File: config.mk
export PLATFORM = sky130hd
export DESIGN_NAME = sbpf_ram
export DESIGN_NICKNAME = d
export VERILOG_FILES = /design/src/sbpf_ram.sv
export SDC_FILE = /design/constraint.sdc
export NUM_CORES = 1
export LEC_CHECK = 0
export BUFFER_PORTS_ARGS = -buffer_cell sky130_fd_sc_hd__buf_2
export CELL_PAD_IN_SITES_DETAIL_PLACEMENT = 0
export CELL_PAD_IN_SITES_GLOBAL_PLACEMENT = 2
export CORE_MARGIN = 4
export CORE_UTILIZATION = 51
export DETAILED_ROUTE_END_ITERATION = 6
export GPL_TIMING_DRIVEN = 0
export PLACE_DENSITY = 0.89
export SLEW_MARGIN = 20
export SYNTH_ARGS = -nofsm -noshare
export SYNTH_HDL_FRONTEND = slang
export SYNTH_SLANG_ARGS = --single-unit
File: constraint.sdc
create_clock -name clk -period 2.9 [get_ports clk]
set_input_delay 0.145 -clock clk [delete_from_list [all_inputs] [get_ports clk]]
set_output_delay 0.145 -clock clk [all_outputs]
set_load 0.02 [all_outputs]
File: src/sbpf_ram.sv
module sbpf_ram #(
    parameter int WIDTH = 8,
    parameter int DEPTH = 16
) (
    input  logic                     clk,
    input  logic                     wr_en,
    input  logic [$clog2(DEPTH)-1:0] wr_addr,
    input  logic [WIDTH-1:0]         wr_data,
    input  logic                     rd_en,
    input  logic [$clog2(DEPTH)-1:0] rd_addr,
    output logic [WIDTH-1:0]         rd_data
);

    logic [WIDTH-1:0] mem [DEPTH];
    logic [WIDTH-1:0] rd_data_reg;

    always_ff @(posedge clk)
    begin
        if (wr_en)
        begin
            mem[wr_addr] <= wr_data;
        end
        if (rd_en)
        begin
            rd_data_reg <= mem[rd_addr];
        end
    end

    assign rd_data = rd_data_reg;

endmodule

; After elaboration in Yosys (flattened, before gate mapping)
; Memory sizes are Yosys's and may differ from the RTL's. A register that Yosys moved wholly into a read port is not among the register bits.
; Index checks and enable logic that the tools add are counted.
; Widths: inputs -> output; s select.
[op_classes]
add_sub_neg = 0
multipliers = 0
div = 0
magnitude_cmp = 0
n_eq_ne = 0
shifts = 0
mux = 2
n_bitwise = 0
reduce_logical = 0
[ops]
columns = operator, count
row1 = $mux 1, 2
[totals]
reg_bits = 0
latch_bits = 0
mem_bits_rw = 128
mem_bits_ro = 0
input_bits = 19
output_inout_bits = 8
word_cells = 3
mem_count = 1
[mem_list]
columns = name, words, width, rd, rd_ports_with_merged_regs, write_ports, line
row1 = mem, 16, 8, 1, 1, 1, 14  ; logic [WIDTH-1:0] mem [DEPTH];

; Logic depth before layout (Yosys ltp)
[logic_depth]
ltp_word = 2
ltp_mapped = 5
depth_no_buf = 3

; Least setup slack after synthesis
; Ideal clock, no wire load.
[synth_timing]
kind = input -> register
startpoint = in wr_addr[2]
endpoint = mem mem[0][0], enable pin
setup_time_ns = 0.383
arrival_time_ns = 1.255
t_required_ns = 2.517
path_slack_ns = 1.262
stages = 2
path_buffers = 0
path_cell_list = or3b_2 > nor3_1
[synth_lines]
columns = element, line
row1 = start: declaration, 7  ; input logic [$clog2(DEPTH)-1:0] wr_addr,
row2 = end: declaration, 14
; No word-level cell before the write port.

==> results.cfg <==
[flow_run]
cap_violations = 0

[timing]
worst_pin_slew_ns = 0.809
finalHoldViolations = 0
fmax_mhz = 647
period_needed_ns = 1.54
maxSlewHeadroom_pct = 45.8
finalSetupViolCount = 0
report.final.slew_viol_count = 0
tns_ns = 0
rsz0062_at_grt = no
period_share_pct = 53.3
clock_skew_ns = 0.00712

[floorplan]
die_h_um = 109
ios = 27
rows = 36
start_util_pct = 53.0
dieWidth_um = 109
design.die.area_um2 = 11900
coreArea_um2 = 9860

[clocking]
htreeDepth = 4
cts_tree = built
cts.sinks = 136
cts_max_path_buffers = 2
postCtsSetupRepairBufs = 0
cts_resized = 0
path_clk_slew_ns = 0.06
cts_hold_buf = 2
cts_root_buf = clkbuf_8
cts_buffers = 17
worstSkewPairLatency_ns = 0.51

[placement]
place.gp.congestion = 0.750
dp.cells = 387
dp_hpwl_um = 6160
io_buffers = 25

[hold_path]
hp-start = wr_data[6]
min_path_cells = 1
hold_path.class = input port to flop
hold_end = mem[14][6]

[routing]
via_per_inst = 5.69
drt-total-wl_um = 9560
remaining_drc_errors = 0
dr.pass1.iters = 5
dr_total_vias = 2397
wire_per_inst_um = 22.7
drt-initial-drc-count = 160
drt.antenna.violating_nets = 0

[cells_and_area]
layout_commonest_cell = edfxtp_1
drive_above_1_share_pct = 30.2
final_cell_mix = 136 x edfxtp_1, 28 x buf_2, 18 x mux4_2
final_cells = 421
final_nets = 294
num_antenna_cells = 0
syn_to_final_growth_pct = 16.4
largest_reg_flops = 128

[worst_setup_path]
r2r_start = mem[4][0]
rr_endpoint = rd_data[0]
crit_arrival_ns = 1.80
crit_fanout = 1
end_kind = flop
crit_type = flop to flop
reg2reg_slack_ns = 1.36
rr_worst_depth = 3
worst_ep_required_time_ns = 3.15
cp-start-kind = flop

[global_route]
grt_pass1_vias = 2410
grt_overflow_total = 0
antenna_found_initial = 0
grt_max_degree = 17
grt_pass1_wl_um = 14300
grt_usage_pct = 17.8

[synth]
syn_inst = 229
syn_area_per_cell_um2 = 22.8
syn_nets = 248
yosys_warnings = 0
netlist_area_um2 = 5230
ys_seq_elements = 136
ys_types = 18
yosysSeqAreaShare_pct = 78.1

[outcome]
outcome = finished clean

[power_and_ir_drop]
p_leak_nw = 2.01
finalPower_w = 0.00431
ir_drop_v = 0.000437
pwr_density_cell_nw_per_um2 = 707
==> area by class of cell <==
class | count | area, µm²
Timing Repair Buffer | 27 | 145
Tap cell | 133 | 166
Clock buffer | 17 | 414
Clock inverter | 15 | 113
Multi-Input combinational cell | 83 | 1080
Buffer | 10 | 86.3
Fill cell | 675 | 3780
Sequential cell | 136 | 4080
==> metrics by stage <==
step	hold slack [ns]	util (%)	area, µm²	worst slack, ns
after global routing	0.0239	61.7	6090	1.33
after detailed placement	0.484	56.2	5540	1.05
final	0.0370	61.7	6090	1.36
after CTS	0.00994	61.7	6090	1.36
after global placement	0.479	55.9	5520	0.682
after floorplan	0.244	-	5230	1.26
==> synthesized netlist by cell type <==
cell             count  share of area (%)
a22oi_1             16                2.3
and2_1               1               0.12
and2b_1              1               0.14
buf_2                3               0.29
buf_4                1               0.14
buf_6                3               0.65
clkdlybuf4s25_2      3               0.57
edfxtp_1           136                 78
mux4_1              14                7.0
mux4_2              18                7.8
nand2_1              9               0.65
nand2b_1             2               0.24
nand3_1              1              0.096
nand3b_1             2               0.29
nor2_1              13               0.93
nor2b_1              1               0.12
nor3_1               4               0.38
or3b_2               1               0.17
==> cell families (layout without fill, tap and decap cells) <==
kind of cell | count (synthesis) | count (layout) | synth area share [%]
flip-flops | 136 | 136 | 78.1
AND/OR/NAND/NOR | 35 | 35 | 3.14
buffers and inverters | 10 | 69 | 1.65
AO/OA/AOI/OAI | 16 | 16 | 2.30
multiplexers | 32 | 32 | 14.8
==> critical path, cell delays in order, from the launching register on <==
cell and delay [ns]:
edfxtp_1 0.36, mux4_1 0.53, a22oi_1 0.27, nand2_1 0.12
==> routing by layer <==
metal	up-vias	track usage (%)	routed length [µm]
met1	1244	24.1	4290
met4	0	7.75	117
met2	65	26.8	4670
met5	-	0	0
li1	1077	-	-
met3	11	5.74	479
==> worst max-delay path by stage <==
stage	to	start	cells past startpoint
final	rd_data[0]	mem[4][0]	3
after global routing	rd_data[2]	mem[6][2]	3
after CTS	rd_data[0]	mem[2][0]	3
after detailed placement	mem[1][7]	wr_addr[2]	3
after global placement	mem[0][7]	wr_addr[2]	3
after floorplan	mem[0][0]	wr_addr[2]	2
==> power breakdown <==
group | internal [W] | leakage [nW] | total [W] | switching [W]
registers | 0.00222 | 1.24 | 0.00223 | 0.00000952
logic | 0.0000873 | 0.531 | 0.000218 | 0.000130
clock network | 0.00111 | 0.248 | 0.00186 | 0.000748
(Power assumes the default switching activity.)
